==> config.mk <==
export PLATFORM = sky130hd
export DESIGN_NAME = two_phase_average_turn_tracker
export DESIGN_NICKNAME = d
export VERILOG_FILES = /design/src/sv/tpat_pkg.sv /design/src/sv/tpat_acc.sv /design/src/sv/tpat_track.sv /design/src/sv/two_phase_average_turn_tracker.sv
export SDC_FILE = /design/constraint.sdc
export NUM_CORES = 1
export LEC_CHECK = 0
export BUFFER_PORTS_ARGS = -buffer_cell sky130_fd_sc_hd__buf_2
export CORE_ASPECT_RATIO = 0.6
export CORE_MARGIN = 2
export CORE_UTILIZATION = 62
export DETAILED_ROUTE_END_ITERATION = 16
export PLACE_DENSITY_LB_ADDON = 0.1
export SETUP_SLACK_MARGIN = 0.02
export SYNTH_ARGS = -nofsm -noshare
export SYNTH_HDL_FRONTEND = slang
export SYNTH_SLANG_ARGS = --single-unit
==> constraint.sdc <==
create_clock -name clk -period 10.6 [get_ports clk]
set_clock_uncertainty 0.05 [all_clocks]
set_input_delay 2.12 -clock clk [delete_from_list [all_inputs] [get_ports clk]]
set_output_delay 2.12 -clock clk [all_outputs]
set_load 0.02 [all_outputs]
==> src/sv/tpat_pkg.sv <==
`timescale 1ns / 1ps
// Shared types and constants for the two-phase average turn tracker.
// No dependencies; imported by every module of the block.
package tpat_pkg;

  localparam int unsigned SampleW = 12;
  localparam logic [SampleW-1:0] AvgMax = 12'hFFF;
  localparam logic [SampleW-1:0] MidLevelReset = 12'd2048;
  localparam logic [31:0] TurnStep = 32'd512;

  typedef enum logic [1:0] {
    SECTOR_NONE   = 2'd0,
    SECTOR_FIRST  = 2'd1,
    SECTOR_FOURTH = 2'd2
  } sector_t;

  typedef enum logic [1:0] {
    TURN_NONE = 2'd0,
    TURN_ADD  = 2'd1,
    TURN_SUB  = 2'd2
  } turn_t;

  typedef struct packed {
    logic               valid;
    logic [SampleW-1:0] avg_one;
    logic [SampleW-1:0] avg_two;
  } win_t;

endpackage

==> src/sv/tpat_acc.sv <==
`timescale 1ns / 1ps
// Input register, phase toggle, pair counter and the two phase sums.
// Presents each finished window's averages; depends on tpat_pkg.
module tpat_acc #(
  parameter int unsigned SAMPLE_PAIRS = 16
) (
  input  logic                      clk,
  input  logic                      rst,
  input  logic                      sample_valid,
  output logic                      sample_stall,
  input  logic [tpat_pkg::SampleW-1:0] sample,
  input  logic                      slot_free,
  output tpat_pkg::win_t            win
);
  import tpat_pkg::*;

  localparam int unsigned SumW  = SampleW + $clog2(SAMPLE_PAIRS);
  localparam int unsigned CntW  = $clog2(SAMPLE_PAIRS + 1);
  localparam int unsigned Shift = $clog2(SAMPLE_PAIRS + 1) - 1;

  logic               s1_valid;
  logic [SampleW-1:0] s1_sample;
  logic               phase;
  logic [CntW-1:0]    pairs_left;
  logic [SumW-1:0]    sum_one;
  logic [SumW-1:0]    sum_two;

  logic            closes;
  logic            go;
  logic [SumW-1:0] sum_one_next;
  logic [SumW-1:0] sum_two_next;
  logic [SumW-1:0] shift_one;
  logic [SumW-1:0] shift_two;

  assign closes       = phase && (pairs_left == CntW'(1));
  assign go           = s1_valid && (!closes || slot_free);
  assign sample_stall = s1_valid && !go;

  assign sum_one_next = sum_one + SumW'(s1_sample);
  assign sum_two_next = sum_two + SumW'(s1_sample);
  assign shift_one    = sum_one >> Shift;
  assign shift_two    = sum_two_next >> Shift;

  always_comb begin
    win.valid   = go && closes;
    win.avg_one = (shift_one > SumW'(AvgMax)) ? AvgMax : shift_one[SampleW-1:0];
    win.avg_two = (shift_two > SumW'(AvgMax)) ? AvgMax : shift_two[SampleW-1:0];
  end

  always_ff @(posedge clk) begin
    if (rst) begin
      s1_valid <= 1'b0;
    end else if (!sample_stall) begin
      s1_valid <= sample_valid;
    end
    if (sample_valid && !sample_stall) begin
      s1_sample <= sample;
    end
  end

  always_ff @(posedge clk) begin
    if (rst) begin
      phase      <= 1'b0;
      pairs_left <= CntW'(SAMPLE_PAIRS);
      sum_one    <= '0;
      sum_two    <= '0;
    end else if (go) begin
      phase <= !phase;
      if (!phase) begin
        sum_one <= sum_one_next;
      end else if (closes) begin
        pairs_left <= CntW'(SAMPLE_PAIRS);
        sum_one    <= '0;
        sum_two    <= '0;
      end else begin
        pairs_left <= pairs_left - CntW'(1);
        sum_two    <= sum_two_next;
      end
    end
  end

endmodule

==> src/sv/tpat_track.sv <==
`timescale 1ns / 1ps
// Mid-level register, sector classification, turn position and result register.
// Consumes window averages from tpat_acc; depends on tpat_pkg.
module tpat_track (
  input  logic                         clk,
  input  logic                         rst,
  input  logic                         cfg_valid,
  output logic                         cfg_ready,
  input  logic [tpat_pkg::SampleW-1:0] mid_level,
  input  tpat_pkg::win_t               win,
  output logic                         slot_free,
  output logic                         result_valid,
  input  logic                         result_stall,
  output logic [tpat_pkg::SampleW-1:0] phase_one_average,
  output logic [tpat_pkg::SampleW-1:0] phase_two_average,
  output logic [1:0]                   sector_code,
  output logic [1:0]                   turn_event,
  output logic signed [31:0]           position
);
  import tpat_pkg::*;

  logic [SampleW-1:0] threshold;
  logic               in_first;
  logic               in_fourth;
  sector_t            sector;
  turn_t              turn;

  sector_t     sector_next;
  turn_t       turn_next;
  logic        in_first_next;
  logic        in_fourth_next;
  logic [31:0] position_next;

  assign cfg_ready         = 1'b1;
  assign slot_free         = !result_valid || !result_stall;
  assign sector_code       = sector;
  assign turn_event        = turn;

  always_comb begin
    sector_next    = SECTOR_NONE;
    turn_next      = TURN_NONE;
    in_first_next  = 1'b0;
    in_fourth_next = 1'b0;
    position_next  = position;
    if (win.avg_two >= threshold) begin
      if (win.avg_one >= threshold) begin
        if (in_fourth) begin
          position_next = position + TurnStep;
          turn_next     = TURN_ADD;
        end
        in_first_next = 1'b1;
        sector_next   = SECTOR_FIRST;
      end else begin
        if (in_first) begin
          position_next = position - TurnStep;
          turn_next     = TURN_SUB;
        end
        in_fourth_next = 1'b1;
        sector_next    = SECTOR_FOURTH;
      end
    end
  end

  always_ff @(posedge clk) begin
    if (rst) begin
      threshold <= MidLevelReset;
    end else if (cfg_valid && cfg_ready) begin
      threshold <= mid_level;
    end
  end

  always_ff @(posedge clk) begin
    if (rst) begin
      result_valid <= 1'b0;
      in_first     <= 1'b0;
      in_fourth    <= 1'b0;
      position     <= '0;
    end else if (win.valid) begin
      result_valid <= 1'b1;
      in_first     <= in_first_next;
      in_fourth    <= in_fourth_next;
      position     <= position_next;
    end else if (!result_stall) begin
      result_valid <= 1'b0;
    end
  end

  always_ff @(posedge clk) begin
    if (win.valid) begin
      phase_one_average <= win.avg_one;
      phase_two_average <= win.avg_two;
      sector            <= sector_next;
      turn              <= turn_next;
    end
  end

endmodule

==> src/sv/two_phase_average_turn_tracker.sv <==
`timescale 1ns / 1ps
// Top level of the two-phase average turn tracker.
// Instantiates tpat_acc and tpat_track; depends on tpat_pkg.
//
//  channel  | handshake                  | payload
//  ---------+----------------------------+--------------------------------------
//  sample   | sample_valid, sample_stall | sample
//  result   | result_valid, result_stall | phase_one/two_average, sector_code,
//           |                            | turn_event, position
//  cfg      | cfg_valid, cfg_ready       | mid_level
//
// One sample request per cycle while sample_stall is low; a window result
// follows its closing phase-two sample (input register, then result register).
// Reset clears the phase, sums, sector flags and position, reloads the pair
// counter with the full count and loads mid level 2048. A held result stalls
// the input only once the sample that closes the next window sits in the input
// register; samples before it keep flowing.
module two_phase_average_turn_tracker #(
  parameter int unsigned SAMPLE_PAIRS = 16
) (
  input  logic                         clk,
  input  logic                         rst,
  input  logic                         sample_valid,
  output logic                         sample_stall,
  input  logic [tpat_pkg::SampleW-1:0] sample,
  input  logic                         cfg_valid,
  output logic                         cfg_ready,
  input  logic [tpat_pkg::SampleW-1:0] mid_level,
  output logic                         result_valid,
  input  logic                         result_stall,
  output logic [tpat_pkg::SampleW-1:0] phase_one_average,
  output logic [tpat_pkg::SampleW-1:0] phase_two_average,
  output logic [1:0]                   sector_code,
  output logic [1:0]                   turn_event,
  output logic signed [31:0]           position
);
  import tpat_pkg::*;

  win_t win;
  logic slot_free;

  tpat_acc #(
    .SAMPLE_PAIRS(SAMPLE_PAIRS)
  ) u_acc (
    .clk          (clk),
    .rst          (rst),
    .sample_valid (sample_valid),
    .sample_stall (sample_stall),
    .sample       (sample),
    .slot_free    (slot_free),
    .win          (win)
  );

  tpat_track u_track (
    .clk               (clk),
    .rst               (rst),
    .cfg_valid         (cfg_valid),
    .cfg_ready         (cfg_ready),
    .mid_level         (mid_level),
    .win               (win),
    .slot_free         (slot_free),
    .result_valid      (result_valid),
    .result_stall      (result_stall),
    .phase_one_average (phase_one_average),
    .phase_two_average (phase_two_average),
    .sector_code       (sector_code),
    .turn_event        (turn_event),
    .position          (position)
  );

endmodule

* After elaboration in Yosys (flattened, before gate mapping)
Index checks and enable logic that the tools add are counted.
** Cells by class
- Add/subtract/negate cells :: 5
- $lt $le $gt $ge :: 4
- Equality and inequality tests :: 4
- Multiplexer cells :: 19
- Reductions and logical operators :: 17
** Operators by type and width (number)
- two-way mux 32 bit :: 3
- two-way mux 16 bit :: 3
- adder 16 x 12 -> 16 bit :: 2
- adder 32 x 10 -> 32 bit, second input constant :: 1
- subtractor 32 x 10 -> 32 bit, second input constant :: 1
- greater-or-equal comparator 12 bit :: 2
- > comparator 12 bit, second input constant :: 2
- two-way mux 12 bit :: 2
- two-way mux 1 bit :: 7
- zero test 1 bit :: 6
- two-way mux 2 bit :: 3
- equality test 5 x 1 -> 1 bit, second input constant :: 1
- logical AND 1 bit :: 5
- two-way mux 5 bit :: 1
- subtractor 5 x 1 -> 5 bit, second input constant :: 1
- inequality test 2 x 1 -> 1 bit, second input constant :: 2
- AND reduction 2 bit :: 2
- AND reduction 4 bit :: 1
- logical OR 1 bit :: 2
- inequality test 2 bit, second input constant :: 1
- nonzero test 2 bit :: 1
** Storage, ports and cells
- Flip-flop bits (word level) :: 126
- Bits of input ports :: 29
- Output and inout port bits :: 63
- Word-level logic and storage cells :: 64

* Depth between registers and ports, before layout
Gate-level depths: netlist of the first run.
- Depth in word-level cells :: 9
- Mapped depth :: 21
- Mapped depth without buffers :: 19

* By module
Synthesis of the first run repeated with hierarchy kept, for this count alone.
** Unflattened totals
- Cell total of the unflattened synthesis :: 739
- Area total of the unflattened synthesis :: 7080.5 µm²
** By module, submodules not included
- tpat_track :: instances 1, cells an instance 405, area an instance 4041.4 µm², seq. area each 1601.5 µm²
- tpat_acc :: instances 1, cells an instance 334, area an instance 3039.2 µm², seq. area each 1141.1 µm²

* Worst setup path after synthesis of the first run
OpenSTA, ideal clock, no wires.
- Path kind :: input -> output
- Start :: input result_stall
- End :: output sample_stall
- Arrival :: 2.736 ns
- Required time :: 8.430 ns
- Setup slack :: 5.694 ns
- Cell stages on the path :: 3
- Buffers on the path :: 0
- Cells stage by stage :: nand2_1 or3_1 inv_1
** On the way
- Longest elaborated chain between the ends :: 6
** RTL lines
- start, declared :: line two_phase_average_turn_tracker.sv:30 : input logic result_stall,
- zero test 1 bit :: line tpat_track.sv:35 : assign slot_free = !result_valid || !result_stall;
- logical OR 1 bit :: line tpat_track.sv:35
- logical OR 1 bit :: line tpat_acc.sv:36 : assign go = s1_valid && (!closes || slot_free);
- logical AND 1 bit :: line tpat_acc.sv:36
- zero test 1 bit :: line tpat_acc.sv:37 : assign sample_stall = s1_valid && !go;
- logical AND 1 bit :: line tpat_acc.sv:37
- end, declared :: line two_phase_average_turn_tracker.sv:24 : output logic sample_stall,
No other way between the ends.

* Worst setup path in the final report of the first run
Same ends and word-level chain as after synthesis.

==> metrics, run 1 <==
syn_area_per_cell=around 9.6 um2; Tcrit/Tclk final=0.485; headroom to the max-slew limit=0.148; setup slack at placement=5.47 ns; top post-synthesis cells by area=dfxtp_1 22%, edfxtp_1 18%, ha_1 13%; number of global-route vias before repair=~5,300; list of most frequent post-synthesis cells=79 x nor2_1, 77 x dfxtp_1, 71 x ha_1; final std cells w/o fill=roughly 930; pwr dens=roughly 160 nW/um2; Clk pin slew, worst setup/hold paths=around 0.05 ns; nets=around 900; Yosys cell types=68; 1st-pass router iterations=8; slew of the pin with the lowest slew margin=roughly 1.3 ns; RSZ-0062 raised after global routing=false; I/O pins=just over 90; count leader, synth=nor2_1; Die W=about 140 um; flop-to-flop setup slack=approximately 5.5 ns; worst setup margin=~5.5 ns; post-synth top area share=0.225; Worst Path Required=roughly 8.4 ns; max_cap viols=0; first-pass GRT wire length=between 20,000 and 30,000 um; layout cells sized above 1=0.170; CTS tree=yes; dominant cell type by area after synthesis=dfxtp_1; post-CTS sizing=0; critical path data arrival time=~3.0 ns; Rows=29; GRT overflow=0; die height=approximately 85 um; peak supply drop=0.000140 V; Placed Area=~7300 um2; Yosys reg bits=~120; Diodes inserted=0; drt first-iter violations=between 300 and 400; synth-to-layout area growth=15.1%; post-layout min period=5.14 ns; top_reg_cell synth=dfxtp_1; CP max FO=4; total die area=~12,000 um2; reg2reg path depth=17; Final setup viols=0; Final Power=~1.2 mW; outcome=complete, no violations; DP HPWL=around 11,000 um; GPL Wtd Cong=a little under 0.9; r2r endpoint=u_track.position[31]; Async SR Flop Fraction=0; CP Launch Type=input port; ANT nets after route=0; post-route cell area=a little under 8000 um2; post-CTS setup buffer count=0; largest net degree at the start of global routing=56; CTS Hold Bufs=0; TNS Setup=0 ns; Yosys warning count=0; worst setup path category=in -> out; Fin. Hold Viols=0; Hold Path Cell Cnt=2; DRC=0; TritonCTS Buffers=17; IO buf count=81; CTS H-tree lvls=4; post-synthesis instance area=6850 um2; Avg WL per Cell=17.2 um; initial core utilization=0.642; Clock Latency Late Sink=~0.41 ns; CTS max path bufs=2; cell leakage power=approximately 3.5 nW; final WL=about 16,000 um; Seq/Total Area, Yosys=0.400; DR vias/cell=between 5 and 6; clk sinks=117; initial antenna violation count=0; Root Buffer=clkbuf_16; hold path start=u_acc.sum_two[4]; Slew Limit Fails=0; via count=~5,600; Crit. End Element=primary output; core area=around 11,000 um2; worst hold path type=reg -> reg; Mapped Cells=a little over 700; Post-Place Cells=902; Total GRT Usage=0.278; EDFF count, synth=40; Fmax achieved=between 150 and 200 MHz; hold path endpoint=u_acc.sum_two[4]; Reg2Reg Launch Point=u_acc.sum_one[4]
[stage by stage]
stage | utilization | hold slack [ns]
3_5_place_dp | 0.684 | 0.404
2_1_floorplan | - | 0.382
6_report | 0.740 | 0.411
4_1_cts | 0.740 | 0.417
3_3_place_gp | 0.684 | 0.397
5_1_grt | 0.740 | 0.446
[state kept, by name (all words and copies together) (netlist names)]
name and count:
u_acc.s1_sample 12, u_acc.pairs_left 5, u_acc.sum_one 16, u_acc.s1_valid 1, u_track.result_valid 1, u_track.turn_event 2, u_track.threshold 12, u_track.position 23
u_track.phase_two_average 12, u_acc.phase 1, u_track.sector_code 2, u_track.in_first 1, u_acc.sum_two 16, u_track.phase_one_average 12, u_track.in_fourth 1
[logic make-up after synthesis]
kind of cell / after synthesis / synth area share
XOR/XNOR: 42 / 0.0537
adder cells (fa/ha/maj): 74 / 0.138
AND/OR/NAND/NOR: 196 / 0.142
flip-flops: 117 / 0.400
AO/OA/AOI/OAI: 175 / 0.174
other: 2 / 0.00110
buffers and inverters: 77 / 0.0500
multiplexers: 28 / 0.0411
[where the power goes]
part | internal (mW) | switching (mW) | total [mW]
Combinational | 0.0637 | 0.0954 | 0.159
Sequential | 0.477 | 0.0114 | 0.489
Clock | 0.390 | 0.201 | 0.592
[metal layers]
layer | global-route usage | share of wire | vias to the layer above
met4 | 0.0991 | 0.017 | 0
met5 | 0 | 0 | -
met3 | 0.0615 | 0.081 | 26
li1 | - | - | 2683
met1 | 0.391 | 0.47 | 2639
met2 | 0.428 | 0.43 | 234
[layout by cell type (no fill, tap or decap), drive strengths merged, types with 34 or more instances in the layout]
cell,count
edfxtp,40
o21ai,34
nand2,34
dfxtp,77
ha,71
buf,85
a21oi,45
nor2,79
inv,36
[critical path: stages]
cell	delay (ns)
buf_2	0.10
nand2_1	0.11
or3_1	0.39
inv_1	0.09
buf_2	0.16
[final cells by class]
class / instances / area [um2]
clock buffer: 21 / 440
timing repair buffer: 85 / 435
tap: 139 / 174
fill: 765 / 2780
inverter: 36 / 135
clock inverter: 11 / 158
sequential: 117 / 2740
multi-input combinational: 525 / 3800
[worst max path at each step]
| stage | startpoint | end | slack (ns) | depth (start not counted) |
|---|---|---|---|---|
| after floorplan | result_stall | sample_stall | 5.69 | 3 |
| after global placement | result_stall | sample_stall | 5.50 | 5 |
| after detailed placement | result_stall | sample_stall | 5.47 | 5 |
| after CTS | result_stall | sample_stall | 5.47 | 5 |
| after global routing | u_acc.sum_one[4] | u_track.position[31] | 5.26 | 17 |
| final | result_stall | sample_stall | 5.46 | 5 |
Power figures use the tool's default switching activity.
==> inputs of run 2 (changes only) <==
--- a/config.mk
+++ b/config.mk
@@ -8,7 +8,7 @@
 export BUFFER_PORTS_ARGS = -buffer_cell sky130_fd_sc_hd__buf_2
 export CORE_ASPECT_RATIO = 0.6
 export CORE_MARGIN = 2
-export CORE_UTILIZATION = 62
+export CORE_UTILIZATION = 58
 export DETAILED_ROUTE_END_ITERATION = 16
 export PLACE_DENSITY_LB_ADDON = 0.1
 export SETUP_SLACK_MARGIN = 0.02
==> constraint.sdc (replaced) <==
create_clock -name clk -period 5.39 [get_ports clk]
set_clock_uncertainty 0.05 [all_clocks]
set_input_delay 1.078 -clock clk [delete_from_list [all_inputs] [get_ports clk]]
set_output_delay 1.078 -clock clk [all_outputs]
set_load 0.02 [all_outputs]
==> run 2 against run 1 <==
Against the previous run:
- wire length grew 1.8%
- total power grew 89%
- critical path type is now reg -> reg
- highest routed layer unchanged
- global-route usage shrank 1.1 points
- via count shrank 0.86%
- hold slack gained 0.013 ns
- critical path depth grew 12
- clock power grew 81%
- non-clock buffer count grew 1
- largest cell class unchanged
==> metrics, run 2 (synthesized netlist as in run 1, its figures left out) <==
synth-to-layout area growth=15.0%; worst hold path type=reg -> reg; post-route cell area=7880 um2 (-0.14%); pwr dens=297 nW/um2 (+89%); initial core utilization=0.601 (-0.0418); cell leakage power=3.47 nW (-0.68%); Slew Limit Fails=0 (unchanged); Top reg by flops=u_track.position; TNS Setup=0 ns (unchanged); Clock power frac=0.456 (-0.021); GPL Wtd Cong=0.925 (+6.5%); max_cap viols=0 (unchanged); CP Launch Type=flop; 1st-pass router iterations=5 (-3); slew of the pin with the lowest slew margin=1.29 ns (+0.0148 ns); CP max FO=14 (+10); drt first-iter violations=404 (+18%); nets=886 (+0.11%); core area=11,400 um2 (+7.0%); via count=5,534 (-0.86%); Diodes inserted=0 (unchanged); die height=88.2 um (+3.2%); CTS H-tree lvls=4 (unchanged); Avg WL per Cell=17.1 um (-0.57%); post-layout min period=between 4 and 5 ns; Psw=0.602 mW (+95%); Clk pin slew, worst setup/hold paths=0.06 ns (about the same); headroom to the max-slew limit=0.138 (-0.00988); Internal Power=1.74 mW (+87%); max FFs per register=23 (unchanged); initial antenna violation count=0 (unchanged); DP HPWL=11,900 um (+3.1%); Root Buffer=clkbuf_16; final WL=16,400 um (+1.8%); IO buf count=81 (unchanged); Fmax achieved=a little over 200 MHz; post-CTS sizing=0 (unchanged); peak supply drop=0.000264 V (+88%); combinational power share=0.134 (+0.006); worst setup path category=reg -> reg; TritonCTS Buffers=17 (unchanged); GRT overflow=0 (unchanged); number of global-route vias before repair=5,113 (-4.2%); Net Sw Frac=0.257 (+0.00855); post-CTS setup buffer count=0 (unchanged); critical path data arrival time=5.06 ns (+2.09 ns); first-pass GRT wire length=26,100 um (-1.1%); commonest non-fill, non-tap cell in the layout=buf_2; clk sinks=117 (unchanged); Flop pwr share=0.410 (+0.016); ANT nets after route=0 (unchanged); layout cells sized above 1=0.171 (+0.00104); DRC=0 (unchanged); most frequent cells in the layout=81 x buf_2, 79 x nor2_1, 77 x dfxtp_1; Placed Area=7330 um2 (+0.46%); Final setup viols=0 (unchanged); Die W=144 um (+3.3%); CTS max path bufs=2 (unchanged); CTS tree=yes; fill count=884 (+16%); Worst Path Required=5.64 ns (-2.79 ns); largest net degree at the start of global routing=44 (-21%); RSZ-0062 raised after global routing=false; worst setup margin=0.579 ns (-4.88 ns); total die area=12,700 um2 (+6.6%); CTS Hold Bufs=0 (unchanged); outcome=complete, no violations; Crit. End Element=flop; setup slack at placement=0.681 ns (-4.79 ns); Clock Latency Late Sink=0.41 ns (about the same); biggest regs=u_track.position (23), u_acc.sum_one (16), u_acc.sum_two (16); Rows=30 (+3.4%); Tcrit/Tclk final=0.893; Fin. Hold Viols=0 (unchanged); Total GRT Usage=0.268 (-0.0105); DR vias/cell=5.79 (-3.1%); I/O pins=92 (unchanged)
-- run 2: power by group through the flow --
stage	sequential, mW	clock [mW]	combinational (mW)
2_1_floorplan	0.969	0	0.238
3_3_place_gp	0.976	0	0.292
3_5_place_dp	0.977	0	0.304
4_1_cts	0.959	1.08	0.309
5_1_grt	0.962	1.12	0.348
6_report	0.960	1.07	0.313
-- run 2: path summary, 6_finish.rpt --
| kind | startpoint | endpoint | slack (ns) | depth (start not counted) |
|---|---|---|---|---|
| hold / removal | u_acc.sum_one[15] | u_track.phase_one_average[11] | 0.42 | 0 |
| setup reg to reg | u_acc.sum_one[4] | u_track.position[31] | 0.58 | 17 |
| setup / recovery | u_acc.sum_one[4] | u_track.position[31] | 0.58 | 17 |
| hold reg to reg | u_acc.sum_one[15] | u_track.phase_one_average[11] | 0.42 | 0 |
-- run 2: final cells by class --
type | instances | area, um2 | area share
tap | 160 | 200 | 0.0254
multi-input combinational | 525 | 3800 | 0.483
sequential | 117 | 2740 | 0.348
timing repair buffer | 86 | 443 | 0.0562
inverter | 36 | 135 | 0.0172
clock inverter | 11 | 113 | 0.0143
clock buffer | 21 | 440 | 0.0559
-- run 2: critical path, cell delays in order (launching register included) --
cell and delay (ns):
dfxtp_1 0.38, inv_1 0.07, ha_1 0.29, nand2b_1 0.14, a21o_1 0.17, a211oi_1 0.47, o31a_1 0.28, nor2_1 0.11
inv_1 0.41, ha_1 0.39, a211oi_1 0.40, o21ai_2 0.18, a211oi_1 0.46, o31ai_1 0.18, nand2b_1 0.10, a31oi_1 0.10
mux2i_1 0.18, mux2_1 0.33
-- run 2: per-stage QoR --
step | std cells | hold WS [ns] | total power, mW | utilization
final | 956 | 0.424 | 2.34 | 0.690
after global routing | 956 | 0.446 | 2.43 | 0.690
after CTS | 956 | 0.425 | 2.35 | 0.690
after detailed placement | 924 | 0.415 | 1.28 | 0.642
after global placement | 924 | 0.395 | 1.27 | 0.642
after floorplan | 719 | 0.382 | 1.21 | -
-- run 2: layer usage --
| metal | share of wire | track usage | vias to the layer above |
|---|---|---|---|
| li1 | - | - | 2689 |
| met1 | 0.50 | 0.394 | 2661 |
| met2 | 0.43 | 0.400 | 174 |
| met3 | 0.065 | 0.0612 | 10 |
| met4 | 0.0060 | 0.0706 | 0 |
| met5 | 0 | 0 | - |
